### config.mk
export PLATFORM = sky130hd
export DESIGN_NAME = pwm_prescaler_and_period_calc
export DESIGN_NICKNAME = d
export VERILOG_FILES = /design/src/rtl/core/ppc_pkg.sv /design/src/rtl/core/ppc_div.sv /design/src/rtl/core/ppc_mul.sv /design/src/rtl/core/pwm_prescaler_and_period_calc.sv
export VERILOG_INCLUDE_DIRS = /design/src /design/src/rtl/core
export SDC_FILE = /design/constraint.sdc
export NUM_CORES = 1
export LEC_CHECK = 0
export BUFFER_PORTS_ARGS = -buffer_cell sky130_fd_sc_hd__buf_2
export CAP_MARGIN = 40
export CORE_MARGIN = 3
export CORE_UTILIZATION = 30
export DETAILED_ROUTE_END_ITERATION = 10
export HOLD_SLACK_MARGIN = 0.12
export PLACE_DENSITY = 0.43
export SYNTH_ARGS = -nofsm -noshare
export SYNTH_HDL_FRONTEND = slang
export SYNTH_SLANG_ARGS = --single-unit
### constraint.sdc
create_clock -name i_clk -period 15.95 [get_ports i_clk]
set_input_delay 0.7975 -clock i_clk [delete_from_list [all_inputs] [get_ports i_clk]]
set_output_delay 0.7975 -clock i_clk [all_outputs]
set_load 0.01 [all_outputs]
### src/rtl/core/pwm_prescaler_and_period_calc_assert.svh
// ----------------------------------------------------------------------------
// PWM prescaler and period calculator: assertion macros
// Concurrent assertion forms used by the RTL of this block.
// ----------------------------------------------------------------------------
`ifndef PWM_PRESCALER_AND_PERIOD_CALC_ASSERT_SVH
`define PWM_PRESCALER_AND_PERIOD_CALC_ASSERT_SVH

// The consequent must hold in the same cycle as the antecedent.
`define PPC_ASSERT_IMPLY(label, clk, rst_n, ante, cons, msg) \
    label: assert property (@(posedge clk) disable iff (!rst_n) (ante) |-> (cons)) \
        else $error(msg);

// The consequent must hold in the cycle after the antecedent.
`define PPC_ASSERT_NEXT(label, clk, rst_n, ante, cons, msg) \
    label: assert property (@(posedge clk) disable iff (!rst_n) (ante) |=> (cons)) \
        else $error(msg);

`endif

### src/rtl/core/ppc_pkg.sv
// ----------------------------------------------------------------------------
// PWM prescaler and period calculator: package
// Field widths, prescaler tables and shared types of the block.
// ----------------------------------------------------------------------------
`timescale 1ns / 1ps

package ppc_pkg;

    localparam int FREQ_W   = 28;
    localparam int DUTY_W   = 17;
    localparam int COUNT_W  = 16;
    localparam int RATIO_W  = 11;
    localparam int CFG_W    = 5;
    localparam int CFG_IDX_W = 1;
    localparam int TAB_IDX_W = 3;
    localparam int LOG2_W   = 4;

    // Register indexes of the configuration port.
    localparam logic [CFG_IDX_W-1:0] REG_MASTER_LOG2 = 1'b0;
    localparam logic [CFG_IDX_W-1:0] REG_COUNT_LOG2  = 1'b1;

    localparam logic [CFG_W-1:0] MASTER_LOG2_RST = 5'd23;
    localparam logic [CFG_W-1:0] COUNT_LOG2_RST  = 5'd16;

    // Divider: numerator is 2^(M+5-k) + f, denominator is 2f.
    localparam int NUM_W      = 37;
    localparam int DEN_W      = FREQ_W + 1;
    localparam int DIV_STEPS  = NUM_W;
    localparam int DIV_CNT_W  = $clog2(DIV_STEPS);

    // Multiplier: period times duty fraction.
    localparam int PROD_W     = COUNT_W + DUTY_W;
    localparam int MUL_STEPS  = DUTY_W;
    localparam int MUL_CNT_W  = $clog2(MUL_STEPS);

    localparam logic [COUNT_W-1:0] COUNT_MAX = 16'hFFFF;
    localparam logic [COUNT_W-1:0] COUNT_MIN = 16'd2;

    typedef struct packed {
        logic               ovf;
        logic [COUNT_W-1:0] quot;
    } t_div_res;

    function automatic logic [LOG2_W-1:0] ratio_log2(input logic [TAB_IDX_W-1:0] idx);
        logic [LOG2_W-1:0] v;
        unique case (idx)
            3'd0:    v = 4'd0;
            3'd1:    v = 4'd3;
            3'd2:    v = 4'd6;
            3'd3:    v = 4'd8;
            default: v = 4'd10;
        endcase
        return v;
    endfunction

    function automatic logic [RATIO_W-1:0] ratio_value(input logic [TAB_IDX_W-1:0] idx);
        logic [RATIO_W-1:0] v;
        unique case (idx)
            3'd0:    v = 11'd1;
            3'd1:    v = 11'd8;
            3'd2:    v = 11'd64;
            3'd3:    v = 11'd256;
            default: v = 11'd1024;
        endcase
        return v;
    endfunction

endpackage

### src/rtl/core/ppc_div.sv
// ----------------------------------------------------------------------------
// PWM prescaler and period calculator: serial divider
// Restoring divider, one quotient bit per cycle, low 16 quotient bits kept
// and any higher set bit reported as overflow.
// ----------------------------------------------------------------------------
`timescale 1ns / 1ps

module ppc_div (
    input  logic                          i_clk,
    input  logic                          i_rst_n,
    input  logic                          i_start,
    input  logic [ppc_pkg::NUM_W-1:0]     i_num,
    input  logic [ppc_pkg::DEN_W-1:0]     i_den,
    output logic                          o_done,
    output ppc_pkg::t_div_res             o_res
);

    logic                            r_busy;
    logic                            r_done;
    logic [ppc_pkg::DIV_CNT_W-1:0]   r_cnt;
    logic [ppc_pkg::NUM_W-1:0]       r_num;
    logic [ppc_pkg::DEN_W-1:0]       r_den;
    logic [ppc_pkg::DEN_W-1:0]       r_rem;
    logic [ppc_pkg::COUNT_W-1:0]     r_quot;
    logic                            r_ovf;

    logic [ppc_pkg::DEN_W:0]         w_trial;
    logic [ppc_pkg::DEN_W+1:0]       w_sub;
    logic                            w_ge;
    logic                            w_last;

    // Bring down the next numerator bit and try to subtract the divisor.
    assign w_trial = {r_rem, r_num[ppc_pkg::NUM_W-1]};
    assign w_sub   = {1'b0, w_trial} - {2'b00, r_den};
    assign w_ge    = ~w_sub[ppc_pkg::DEN_W+1];
    assign w_last  = (r_cnt == ppc_pkg::DIV_CNT_W'(ppc_pkg::DIV_STEPS - 1));

    always_ff @(posedge i_clk) begin
        if (!i_rst_n) begin
            r_busy <= 1'b0;
            r_done <= 1'b0;
            r_cnt  <= '0;
        end else begin
            r_done <= r_busy && w_last;
            if (i_start) begin
                r_busy <= 1'b1;
                r_cnt  <= '0;
            end else if (r_busy) begin
                r_cnt <= r_cnt + 1'b1;
                if (w_last) begin
                    r_busy <= 1'b0;
                end
            end
        end
    end

    always_ff @(posedge i_clk) begin
        if (i_start) begin
            r_num  <= i_num;
            r_den  <= i_den;
            r_rem  <= '0;
            r_quot <= '0;
            r_ovf  <= 1'b0;
        end else if (r_busy) begin
            r_num  <= {r_num[ppc_pkg::NUM_W-2:0], 1'b0};
            r_rem  <= w_ge ? w_sub[ppc_pkg::DEN_W-1:0] : w_trial[ppc_pkg::DEN_W-1:0];
            r_quot <= {r_quot[ppc_pkg::COUNT_W-2:0], w_ge};
            r_ovf  <= r_ovf | r_quot[ppc_pkg::COUNT_W-1];
        end
    end

    assign o_done     = r_done;
    assign o_res.ovf  = r_ovf;
    assign o_res.quot = r_quot;

endmodule

### src/rtl/core/ppc_mul.sv
// ----------------------------------------------------------------------------
// PWM prescaler and period calculator: serial multiplier
// Shift-and-add multiplier, one multiplier bit per cycle, MSB first.
// ----------------------------------------------------------------------------
`timescale 1ns / 1ps

module ppc_mul (
    input  logic                          i_clk,
    input  logic                          i_rst_n,
    input  logic                          i_start,
    input  logic [ppc_pkg::COUNT_W-1:0]   i_a,
    input  logic [ppc_pkg::DUTY_W-1:0]    i_b,
    output logic                          o_done,
    output logic [ppc_pkg::PROD_W-1:0]    o_prod
);

    logic                            r_busy;
    logic                            r_done;
    logic [ppc_pkg::MUL_CNT_W-1:0]   r_cnt;
    logic [ppc_pkg::COUNT_W-1:0]     r_a;
    logic [ppc_pkg::DUTY_W-1:0]      r_b;
    logic [ppc_pkg::PROD_W-1:0]      r_acc;

    logic [ppc_pkg::PROD_W-1:0]      w_addend;
    logic                            w_last;

    assign w_addend = r_b[ppc_pkg::DUTY_W-1] ? ppc_pkg::PROD_W'(r_a) : '0;
    assign w_last   = (r_cnt == ppc_pkg::MUL_CNT_W'(ppc_pkg::MUL_STEPS - 1));

    always_ff @(posedge i_clk) begin
        if (!i_rst_n) begin
            r_busy <= 1'b0;
            r_done <= 1'b0;
            r_cnt  <= '0;
        end else begin
            r_done <= r_busy && w_last;
            if (i_start) begin
                r_busy <= 1'b1;
                r_cnt  <= '0;
            end else if (r_busy) begin
                r_cnt <= r_cnt + 1'b1;
                if (w_last) begin
                    r_busy <= 1'b0;
                end
            end
        end
    end

    always_ff @(posedge i_clk) begin
        if (i_start) begin
            r_a   <= i_a;
            r_b   <= i_b;
            r_acc <= '0;
        end else if (r_busy) begin
            r_b   <= {r_b[ppc_pkg::DUTY_W-2:0], 1'b0};
            r_acc <= {r_acc[ppc_pkg::PROD_W-2:0], 1'b0} + w_addend;
        end
    end

    assign o_done = r_done;
    assign o_prod = r_acc;

endmodule

### src/rtl/core/pwm_prescaler_and_period_calc.sv
// ----------------------------------------------------------------------------
// PWM prescaler and period calculator
// Picks a timer prescaler and computes the top count and compare count for a
// requested PWM frequency and duty fraction.
// ----------------------------------------------------------------------------
// Usage:
// The input channel carries a frequency in 1/16 Hz and a Q1.16 duty fraction;
// a transfer happens on a rising edge with i_in_valid high and o_in_stall low.
// Each input transfer yields exactly one result on the output channel, which
// transfers on an edge with o_out_valid high and i_out_stall low.
// An input transfer passes through the prescaler search, the bit-serial
// divider, the bit-serial multiplier and the handoff into the output
// register before o_out_valid rises.
// The serial divider sets the pace; one item is worked on at a time, and a
// new item can be taken in the cycle after its predecessor's result has
// been written into the output register.
// A finished result sits in the output register while the next item is
// taken and processed. If the receiver keeps stalling, the core holds its
// finished result until the output register frees up, then the input side
// stalls. The configuration port writes master_clock_log2 (index 0) and
// count_width_log2 (index 1) and must only be used while the block is idle.
// Reset is synchronous: the pipeline empties and the registers return to
// 23 and 16.
// ----------------------------------------------------------------------------
`timescale 1ns / 1ps

module pwm_prescaler_and_period_calc #(
    parameter int NUM_PRESCALERS = 5
) (
    input  logic                            i_clk,
    input  logic                            i_rst_n,
    // Configuration write port
    input  logic                            i_cfg_wr_en,
    input  logic [ppc_pkg::CFG_IDX_W-1:0]   i_cfg_index,
    input  logic [ppc_pkg::CFG_W-1:0]       i_cfg_wdata,
    // Input channel
    input  logic                            i_in_valid,
    output logic                            o_in_stall,
    input  logic [ppc_pkg::FREQ_W-1:0]      i_frequency_q4,
    input  logic [ppc_pkg::DUTY_W-1:0]      i_duty_fraction,
    // Output channel
    output logic                            o_out_valid,
    input  logic                            i_out_stall,
    output logic [ppc_pkg::COUNT_W-1:0]     o_period_count,
    output logic [ppc_pkg::COUNT_W-1:0]     o_duty_count,
    output logic [ppc_pkg::RATIO_W-1:0]     o_divide_ratio,
    output logic                            o_clamped_high,
    output logic                            o_clamped_low
);

    `include "pwm_prescaler_and_period_calc_assert.svh"

    localparam int IDX_W = (NUM_PRESCALERS > 1) ? $clog2(NUM_PRESCALERS) : 1;
    localparam logic [IDX_W-1:0] LAST_IDX = IDX_W'(NUM_PRESCALERS - 1);

    // Sequencer states.
    localparam logic [2:0] S_IDLE = 3'd0;
    localparam logic [2:0] S_PICK = 3'd1;
    localparam logic [2:0] S_DIV  = 3'd2;
    localparam logic [2:0] S_MUL  = 3'd3;
    localparam logic [2:0] S_DONE = 3'd4;

    logic [2:0]                      r_state;
    logic [2:0]                      n_state;
    logic [IDX_W-1:0]                r_idx;
    logic [IDX_W-1:0]                n_idx;

    logic [ppc_pkg::CFG_W-1:0]       r_master_log2;
    logic [ppc_pkg::CFG_W-1:0]       r_count_log2;

    logic [ppc_pkg::FREQ_W-1:0]      r_freq;
    logic [ppc_pkg::DUTY_W-1:0]      r_duty_frac;
    logic [ppc_pkg::COUNT_W-1:0]     r_period;
    logic                            r_hi;
    logic                            r_lo;
    logic [ppc_pkg::COUNT_W-1:0]     r_duty;

    logic                            r_out_valid;
    logic [ppc_pkg::COUNT_W-1:0]     r_out_period;
    logic [ppc_pkg::COUNT_W-1:0]     r_out_duty;
    logic [ppc_pkg::RATIO_W-1:0]     r_out_ratio;
    logic                            r_out_hi;
    logic                            r_out_lo;

    logic                            w_in_xfer;
    logic                            w_out_load;
    logic [ppc_pkg::LOG2_W-1:0]      w_k;
    logic signed [6:0]               w_pick_exp;
    logic signed [6:0]               w_num_exp;
    logic [ppc_pkg::DEN_W-1:0]       w_thr;
    logic                            w_go;
    logic [ppc_pkg::NUM_W-1:0]       w_pow;
    logic [ppc_pkg::NUM_W-1:0]       w_num;
    logic                            w_div_start;
    logic                            w_div_done;
    ppc_pkg::t_div_res               w_div_res;
    logic [ppc_pkg::COUNT_W-1:0]     w_period;
    logic                            w_hi;
    logic                            w_lo;
    logic                            w_mul_start;
    logic                            w_mul_done;
    logic [ppc_pkg::PROD_W-1:0]      w_prod;
    logic [ppc_pkg::PROD_W:0]        w_round;
    logic [ppc_pkg::PROD_W-ppc_pkg::COUNT_W:0] w_duty_wide;
    logic [ppc_pkg::COUNT_W-1:0]     w_duty_sat;

    assign w_in_xfer  = i_in_valid && !o_in_stall;
    assign w_out_load = (r_state == S_DONE) && (!r_out_valid || !i_out_stall);

    // Prescaler test for the current index: the prescaler 2^k is too small
    // while f <= 2^(M - W + 4 - k). A negative exponent can only pass for a
    // zero frequency, and an exponent of 28 or more passes any frequency.
    assign w_k        = ppc_pkg::ratio_log2(ppc_pkg::TAB_IDX_W'(r_idx));
    assign w_pick_exp = $signed({2'b00, r_master_log2}) - $signed({2'b00, r_count_log2})
                        + 7'sd4 - $signed({3'b000, w_k});
    assign w_thr      = ppc_pkg::DEN_W'(1) << w_pick_exp[4:0];
    assign w_go       = (r_freq == '0)
                        || (!w_pick_exp[6]
                            && ((w_pick_exp >= 7'sd28) || ({1'b0, r_freq} <= w_thr)));

    // round(2^(M+4-k) / f) is floor((2^(M+5-k) + f) / 2f). When M+5-k is
    // negative the quotient is zero, so the power term is simply dropped.
    // A zero frequency makes the divider return all ones, which lands on the
    // high clamp as required.
    assign w_num_exp = $signed({2'b00, r_master_log2}) + 7'sd5 - $signed({3'b000, w_k});
    assign w_pow     = w_num_exp[6] ? '0 : (ppc_pkg::NUM_W'(1) << w_num_exp[5:0]);
    assign w_num     = w_pow + ppc_pkg::NUM_W'(r_freq);

    // The period clamp is decided on the divider result. The clamped value
    // goes straight to the multiplier in the cycle it starts, and is also
    // kept for the output.
    always_comb begin
        priority if (w_div_res.ovf) begin
            w_period = ppc_pkg::COUNT_MAX;
            w_hi     = 1'b1;
            w_lo     = 1'b0;
        end else if (w_div_res.quot < ppc_pkg::COUNT_MIN) begin
            w_period = ppc_pkg::COUNT_MIN;
            w_hi     = 1'b0;
            w_lo     = 1'b1;
        end else begin
            w_period = w_div_res.quot;
            w_hi     = 1'b0;
            w_lo     = 1'b0;
        end
    end

    // Duty rounding: (period * duty + 2^15) >> 16, saturated to 1..65535.
    assign w_round     = {1'b0, w_prod} + (ppc_pkg::PROD_W + 1)'(32768);
    assign w_duty_wide = w_round[ppc_pkg::PROD_W:ppc_pkg::COUNT_W];

    always_comb begin
        priority if (w_duty_wide[ppc_pkg::PROD_W-ppc_pkg::COUNT_W:ppc_pkg::COUNT_W] != '0) begin
            w_duty_sat = ppc_pkg::COUNT_MAX;
        end else if (w_duty_wide[ppc_pkg::COUNT_W-1:0] == '0) begin
            w_duty_sat = ppc_pkg::COUNT_W'(1);
        end else begin
            w_duty_sat = w_duty_wide[ppc_pkg::COUNT_W-1:0];
        end
    end

    // Sequencer: search the prescaler, divide, multiply, hand off.
    always_comb begin
        n_state     = r_state;
        n_idx       = r_idx;
        w_div_start = 1'b0;
        w_mul_start = 1'b0;
        unique case (r_state)
            S_IDLE: begin
                if (w_in_xfer) begin
                    n_state = S_PICK;
                    n_idx   = '0;
                end
            end
            S_PICK: begin
                if (w_go && (r_idx != LAST_IDX)) begin
                    n_idx = r_idx + 1'b1;
                end else begin
                    w_div_start = 1'b1;
                    n_state     = S_DIV;
                end
            end
            S_DIV: begin
                if (w_div_done) begin
                    w_mul_start = 1'b1;
                    n_state     = S_MUL;
                end
            end
            S_MUL: begin
                if (w_mul_done) begin
                    n_state = S_DONE;
                end
            end
            S_DONE: begin
                if (w_out_load) begin
                    n_state = S_IDLE;
                end
            end
            default: begin
                n_state = S_IDLE;
            end
        endcase
    end

    always_ff @(posedge i_clk) begin
        if (!i_rst_n) begin
            r_state       <= S_IDLE;
            r_idx         <= '0;
            r_out_valid   <= 1'b0;
            r_master_log2 <= ppc_pkg::MASTER_LOG2_RST;
            r_count_log2  <= ppc_pkg::COUNT_LOG2_RST;
        end else begin
            r_state <= n_state;
            r_idx   <= n_idx;
            if (w_out_load) begin
                r_out_valid <= 1'b1;
            end else if (!i_out_stall) begin
                r_out_valid <= 1'b0;
            end
            if (i_cfg_wr_en) begin
                unique case (i_cfg_index)
                    ppc_pkg::REG_MASTER_LOG2: r_master_log2 <= i_cfg_wdata;
                    ppc_pkg::REG_COUNT_LOG2:  r_count_log2  <= i_cfg_wdata;
                    default: begin
                    end
                endcase
            end
        end
    end

    always_ff @(posedge i_clk) begin
        if (w_in_xfer) begin
            r_freq      <= i_frequency_q4;
            r_duty_frac <= i_duty_fraction;
        end
        if ((r_state == S_DIV) && w_div_done) begin
            r_period <= w_period;
            r_hi     <= w_hi;
            r_lo     <= w_lo;
        end
        if ((r_state == S_MUL) && w_mul_done) begin
            r_duty <= w_duty_sat;
        end
        if (w_out_load) begin
            r_out_period <= r_period;
            r_out_duty   <= r_duty;
            r_out_ratio  <= ppc_pkg::ratio_value(ppc_pkg::TAB_IDX_W'(r_idx));
            r_out_hi     <= r_hi;
            r_out_lo     <= r_lo;
        end
    end

    ppc_div u_div (
        .i_clk   (i_clk),
        .i_rst_n (i_rst_n),
        .i_start (w_div_start),
        .i_num   (w_num),
        .i_den   ({r_freq, 1'b0}),
        .o_done  (w_div_done),
        .o_res   (w_div_res)
    );

    ppc_mul u_mul (
        .i_clk   (i_clk),
        .i_rst_n (i_rst_n),
        .i_start (w_mul_start),
        .i_a     (w_period),
        .i_b     (r_duty_frac),
        .o_done  (w_mul_done),
        .o_prod  (w_prod)
    );

    assign o_in_stall     = (r_state != S_IDLE);
    assign o_out_valid    = r_out_valid;
    assign o_period_count = r_out_period;
    assign o_duty_count   = r_out_duty;
    assign o_divide_ratio = r_out_ratio;
    assign o_clamped_high = r_out_hi;
    assign o_clamped_low  = r_out_lo;

    // A result never carries both clamp flags, and its period is at least two.
    `PPC_ASSERT_IMPLY(a_clamp_excl, i_clk, i_rst_n, r_out_valid, !(r_out_hi && r_out_lo) && (r_out_period >= ppc_pkg::COUNT_MIN), "clamp flags or period out of range")

    // The high clamp always comes with the full-scale period.
    `PPC_ASSERT_IMPLY(a_hi_period, i_clk, i_rst_n, r_out_valid && r_out_hi, r_out_period == ppc_pkg::COUNT_MAX, "high clamp without full-scale period")

    // An accepted item moves the sequencer straight into the prescaler search.
    `PPC_ASSERT_NEXT(a_accept_pick, i_clk, i_rst_n, w_in_xfer, r_state == S_PICK, "accepted item did not start the search")

    // The divider only finishes while the sequencer waits for it.
    `PPC_ASSERT_IMPLY(a_div_done_state, i_clk, i_rst_n, w_div_done, r_state == S_DIV, "divider finished outside the divide phase")

endmodule

==> results of run 1 <==
flip-flops by register name (all words and copies together), names as in the netlist, 5 cells and up:
name            cells
r_master_log2       5
u_div.r_num        37
r_period           16
u_mul.r_b          17
u_div.r_rem        29
r_duty             16
u_div.r_den        28
r_freq             28
u_mul.o_prod       33
o_period_count     16
o_divide_ratio      5
u_mul.r_cnt         5
r_duty_frac        17
u_div.r_quot       16
o_duty_count       16
u_div.r_cnt         6
r_count_log2        5
cells in the mapped netlist (20+ instances only):
cell type | instances | area, sq um
a211oi_1 | 21 | 158
a21o_1 | 42 | 315
a21oi_1 | 79 | 395
and2_1 | 26 | 163
clkbuf_1 | 55 | 206
dfxtp_1 | 111 | 2220
edfxtp_1 | 200 | 6010
ha_1 | 133 | 1660
inv_1 | 94 | 353
mux2i_1 | 33 | 330
nand2_1 | 241 | 905
nand2b_1 | 20 | 125
nand3_1 | 38 | 190
nand4_1 | 30 | 188
nor2_1 | 149 | 559
nor2b_1 | 21 | 131
nor3_1 | 20 | 100
o21a_1 | 22 | 165
o21ai_0 | 102 | 510
or2_2 | 21 | 131
xnor2_1 | 57 | 499
xor2_1 | 45 | 394
routing by layer:
metal / GRT usage (%) / share of wire, %
met3: 2.18 / 3.3
met4: 5.07 / 2.8
met2: 24.1 / 47
met1: 18.7 / 47
met5: 0 / 0
power groups by stage:
stage               clock network [W]  logic (W)  registers [W]
finish                       0.000923    0.00127        0.00117
global route                 0.000989    0.00145        0.00118
CTS                          0.000963    0.00129        0.00117
detailed placement                  0    0.00128        0.00119
global placement                    0    0.00125        0.00119
floorplan                           0   0.000964        0.00114
worst max-delay path: cells and delay by family (launching register included):
kind,cells,cell delay [ns]
AO/OA/AOI/OAI,7,1.84
XOR/XNOR,2,0.35
adder cells (fa/ha/maj),5,1.45
buffers and inverters,6,1.45
flip-flops,1,0.31
AND/OR/NAND/NOR,5,1.28
worst max-delay path by stage:
| stage | end | from | slack, ns | cells after the start |
|---|---|---|---|---|
| floorplan | u_div.r_num[0] | r_master_log2[0] | 10.16 | 22 |
| global placement | r_state[0] | r_master_log2[0] | 9.15 | 25 |
| detailed placement | r_state[0] | r_master_log2[0] | 9.06 | 25 |
| CTS | r_state[0] | r_master_log2[0] | 9.05 | 25 |
| global route | r_idx[1] | r_master_log2[0] | 8.56 | 25 |
| finish | r_state[0] | r_master_log2[0] | 9.09 | 25 |
through the flow:
| stage | std cells | setup WS [ns] | total power [W] | cell area, sq um |
|---|---|---|---|---|
| global placement | 2560 | 9.15 | 0.00244 | 18500 |
| detailed placement | 2563 | 9.06 | 0.00247 | 18600 |
| floorplan | 1769 | 10.16 | 0.00210 | 17300 |
| finish | 2639 | 9.09 | 0.00337 | 20000 |
| global route | 2637 | 8.56 | 0.00362 | 19900 |
| CTS | 2637 | 9.05 | 0.00342 | 19900 |
logic make-up after synthesis:
family,Yosys count,share of synthesized area [%]
simple gates,623,16.7
mux,35,2.04
flops,311,47.6
fa+ha+maj,139,10.3
other cells,1,0.0217
buf+inv,167,3.89
compound gates,386,14.3
xor+xnor,102,5.17
final cells by class:
cell class              count  area (sq um)  share of cell area (%)
flip-flops and latches    311          8230                    41.2
diodes                      2          5.00                  0.0251
clock inverters            22           239                    1.20
multi-input cells        1291          8430                    42.3
inverters                  95           357                    1.79
clock buffers              52          1120                    5.61
well taps                 756           946                    4.74
repair buffers            110           626                    3.14
placed cells by master, fill, tap and decap left out, types with 18 or more instances in the layout:
cell type,Yosys,layout
xor2_1,45,45
edfxtp_1,200,200
a31oi_1,18,18
and2_1,26,26
a21oi_1,79,78
nand4_1,30,30
nand2_1,241,241
xnor2_1,57,57
clkbuf_16,0,43
o21ai_0,102,102
nand2b_1,20,19
nand3_1,38,38
o21a_1,22,22
buf_2,7,96
or2_2,21,21
mux2i_1,33,33
nor2b_1,21,21
nor3_1,20,20
inv_1,94,93
a21o_1,42,41
a211oi_1,21,21
ha_1,133,133
nor2_1,149,148
dfxtp_1,111,109
==> impl_metrics.json, run 1 <==
{
  "cap_viol_max_count": 0,
  "peakVddDrop_mv": 0.0807,
  "io_buffers": 96,
  "intPower_w": 0.00210,
  "hold_depth": 1,
  "crit_type": "flop to flop",
  "numCtsBuffers": 40,
  "worstMarginPinSlew_ns": 0.800,
  "hold_path_end": "r_duty_frac[0]",
  "first_global_vias": 12557,
  "initial_utilization_pct": 30.5,
  "fin_util_pct": 35.2,
  "grt_pass1_wl_um": 69100,
  "fp-row-count": 87,
  "rr_worst_depth": 25,
  "r2r_end": "r_state[0]",
  "route.detailed.drc": 0,
  "switchingPower_w": 0.00126,
  "grt_max_degree": 72,
  "hold_path_class": "input pin to flop",
  "synth-warning-count": 0,
  "power.share.sequential_pct": 34.7,
  "finalSetupTns_ns": 0,
  "track_usage_pct": 14.3,
  "clkLatencyLatePin_ns": 0.57,
  "synth_edf_count": 200,
  "worstPathMaxFanout": 71,
  "rsz0062_at_grt": "no",
  "max_freq_mhz": 146,
  "outcome": "finished clean",
  "drive_gt1_share_pct": 11.0,
  "worst_setup_path_end_kind": "flop",
  "setup_violations": 0,
  "die_area_sq_um": 60600,
  "min_period_over_period_pct": 43.0,
  "antenna_found_initial": 0,
  "p_comb_share_pct": 37.9,
  "start_kind": "flop",
  "cts_max_level": 2,
  "synth_area_sq_um": 17300,
  "slew_headroom_pct": 46.7,
  "n_fill_cell": 5756,
  "vias_per_cell": 4.86,
  "die_y_um": 246,
  "synth_area_per_cell_sq_um": 9.80,
  "routed_wl_um": 43300,
  "syn_inst": 1764,
  "cp.required_ns": 16.40,
  "crit_arrival_ns": 7.31,
  "rrSetupSlack_ns": 9.09,
  "cts_root_buf": "clkbuf_16",
  "nets": 2044,
  "crit_top_cell": "ha_1",
  "pwr_density_cell_nw_per_um2": 169,
  "power.switching_fraction_pct": 37.6,
  "ys_seq_elements": 311,
  "clkTransAtPathRegs_ns": 0.06,
  "r2r_start": "r_master_log2[0]",
  "clock-sinks": 311,
  "core_sq_um": 56700,
  "antenna_left": 0,
  "post_drt_wl_per_cell_um": 16.4,
  "fin_skew_ns": 0.0237,
  "cts_hold_buf": 0,
  "max_stage_delay_ns": 0.65,
  "post-route-min-period_ns": 6.86,
  "ys_types": 70,
  "ys_seq_area_share_pct": 47.6,
  "drtIter0Drc": 590,
  "crit_slowest_cell": "buf_4",
  "synth_ff_type": "edfxtp_1",
  "hold_violations": 0,
  "synthArstFlopShare_pct": 0,
  "cts_buffer_depth": 3,
  "firstDrtPassIters": 5,
  "p_clk_share_pct": 27.4,
  "maxSlewViolCount": 0,
  "globalplace.congestion": 0.849,
  "vias": 12834,
  "pin_count": 103,
  "area_growth_pct": 15.4,
  "cts_setup_buffers": 0,
  "cts_resized": 0,
  "hold_slack_ns": 0.402,
  "leakage_nw": 8.12,
  "dp_hpwl_um": 31400,
  "grt_overflow_total": 0,
  "cts_tree": "built",
  "die_w_um": 246,
  "worst_hold_startpoint": "i_duty_fraction[0]"
}
Note: power is estimated with default switching activity, not from simulation.
==> run 2: changes to the inputs <==
--- a/config.mk
+++ b/config.mk
@@ -12,7 +12,7 @@
 export CORE_UTILIZATION = 30
 export DETAILED_ROUTE_END_ITERATION = 10
 export HOLD_SLACK_MARGIN = 0.12
-export PLACE_DENSITY = 0.43
+export PLACE_DENSITY = 0.45
 export SYNTH_ARGS = -nofsm -noshare
 export SYNTH_HDL_FRONTEND = slang
 export SYNTH_SLANG_ARGS = --single-unit
==> constraint.sdc (replaced) <==
create_clock -name i_clk -period 6 [get_ports i_clk]
set_input_delay 0.3 -clock i_clk [delete_from_list [all_inputs] [get_ports i_clk]]
set_output_delay 0.3 -clock i_clk [all_outputs]
set_load 0.01 [all_outputs]
==> run 2 against run 1 <==
Non-clock buffer count is 57 higher. Wire length is 0.43% higher. Power grew to 2.6 times the previous value. Combinational power grew to 2.7 times the previous value. Clock power grew to 2.6 times the previous value. Sequential power grew to 2.7 times the previous value. Cell count is 2.0% higher. Clock skew is 0.0058 ns lower. Global-route usage is 0.066 points lower. Fmax is 22% higher. Largest power group unchanged. Highest routed layer unchanged.
==> impl_metrics.json, run 2 (same netlist as run 1, synthesis figures left out) <==
{
  "outcome": "finished clean",
  "antennaDiodeCount": 0,
  "drive_gt1_share_pct": 11.1,
  "drtIter0Drc": 613,
  "clkTransAtPathRegs_ns": 0.06,
  "initial_utilization_pct": 30.5,
  "cts_tree": "built",
  "setup_violations": 0,
  "vias_per_cell": 4.82,
  "post-route-min-period_ns": 5.62,
  "fp-row-count": 87,
  "firstDrtPassIters": 5,
  "layout_setup_ws_ns": 0.382,
  "die_y_um": 246,
  "route.detailed.drc": 0,
  "hold_path_class": "input pin to flop",
  "start_kind": "flop",
  "first_global_vias": 12878,
  "finalSetupTns_ns": 0,
  "grt_pass1_wl_um": 69400,
  "crit_arrival_ns": 6.04,
  "rrSetupSlack_ns": 0.38,
  "cp.required_ns": 6.42,
  "nets": 2100,
  "worstPathMaxFanout": 70,
  "clkLatencyLatePin_ns": 0.56,
  "fin_skew_ns": 0.0180,
  "antenna_left": 0,
  "worstMarginPinSlew_ns": 0.809,
  "dp_hpwl_um": 30900,
  "hold_violations": 0,
  "final_cell_mix": "241 x nand2_1, 200 x edfxtp_1, 148 x nor2_1",
  "peakVddDrop_mv": 0.226,
  "pin_count": 103,
  "fin_util_pct": 36.1,
  "track_usage_pct": 14.2,
  "cap_viol_max_count": 0,
  "worst_setup_path_end_kind": "flop",
  "min_period_over_period_pct": 93.6,
  "grt_max_degree": 71,
  "leakage_nw": 8.34,
  "design_area_sq_um": 20500,
  "routed_wl_um": 43500,
  "cts_buffer_depth": 3,
  "rsz0062_at_grt": "no",
  "max_freq_mhz": 178,
  "place_area_sq_um": 18600,
  "top_register": "u_div.r_num",
  "post_drt_wl_per_cell_um": 16.1,
  "layout_commonest_cell": "nand2_1",
  "slew_headroom_pct": 46.1,
  "clock-sinks": 311,
  "antenna_found_initial": 0,
  "crit_type": "flop to flop",
  "largest_register_ffs": 37,
  "n_fill_cell": 5736,
  "vias": 12981,
  "grt_overflow_total": 0,
  "cts_root_buf": "clkbuf_16",
  "globalplace.congestion": 0.862,
  "pwr_density_cell_nw_per_um2": 435,
  "maxSlewViolCount": 0,
  "numCtsBuffers": 39,
  "area_growth_pct": 18.4,
  "cts_max_level": 2,
  "core_sq_um": 56700,
  "dp_slack_ns": 0.261,
  "die_area_sq_um": 60600,
  "die_w_um": 246,
  "io_buffers": 96
}
==> run 2: cell types whose count changed in the layout (fill, tap and decap cells not counted), sizes merged <==
cell         change
dlygate4sd3     +54
buf              +3
bufinv           -2
clkbuf           +2
diode            -2
clkinv           -1
clkinvlp         -1
inv              -1
==> run 2: area by class of cell <==
class / count / area (sq um) / share of cell area [%]
Inverter: 95 / 358 / 1.75
Multi-Input combinational cell: 1291 / 8440 / 41.2
Sequential cell: 311 / 8230 / 40.2
Tap cell: 756 / 946 / 4.62
Clock inverter: 17 / 193 / 0.941
Timing Repair Buffer: 167 / 1200 / 5.85
Clock buffer: 54 / 1110 / 5.44
==> run 2: worst paths after layout <==
path                    startpoint          endpoint  depth (start not counted)
hold / removal             i_rst_n   r_count_log2[4]                          2
setup / recovery  r_master_log2[0]   u_div.r_num[28]                         23
hold reg to reg         r_duty[15]  o_duty_count[15]                          0
setup reg to reg  r_master_log2[0]   u_div.r_num[28]                         23
==> run 2: worst max-delay path: stages, from the launching register on <==
cell	delay, ns
dfxtp_1	0.31
inv_1	0.07
ha_1	0.14
inv_1	0.05
fa_1	0.39
xnor2_1	0.15
ha_1	0.32
inv_1	0.05
ha_1	0.28
a21o_1	0.18
a21oi_1	0.31
xnor2_1	0.21
nor2_1	0.35
nand2_1	0.12
ha_1	0.32
nand4_1	0.11
or3_1	0.43
nor3_2	0.19
o21ai_1	0.10
a211o_1	0.30
a21o_2	0.25
buf_12	0.19
or4_1	0.52
nand4_1	0.11
==> run 2: report_power, final <==
part / switching [W] / leakage (nW) / internal, W
registers: 0.000298 / 2.80 / 0.00283
clock network: 0.000962 / 0.633 / 0.00140
logic: 0.00212 / 4.91 / 0.00131
==> run 2: metrics by stage <==
| stage | hold WS, ns | std cells | power, W |
|---|---|---|---|
| 2_1_floorplan | 0.399 | 1769 | 0.00558 |
| 3_3_place_gp | 0.402 | 2565 | 0.00655 |
| 3_5_place_dp | 0.405 | 2566 | 0.00658 |
| 4_1_cts | 0.146 | 2691 | 0.00904 |
| 5_1_grt | 0.179 | 2691 | 0.00960 |
| 6_report | 0.173 | 2691 | 0.00892 |
==> run 2: layer usage <==
layer,vias up,track usage [%],wire length (um)
li1,6577,-,-
met2,205,24.2,20700
met3,72,2.24,1360
met5,-,0,0
met4,0,4.72,1200
met1,6127,18.4,20200
==> run 2: what timing repair did <==
item	CTS	global route
resized for setup	0	4
endpoints found under the hold margin	61	0
hold buffers	54	0
buffers inserted	0	0
endpoints found under the setup margin	0	5
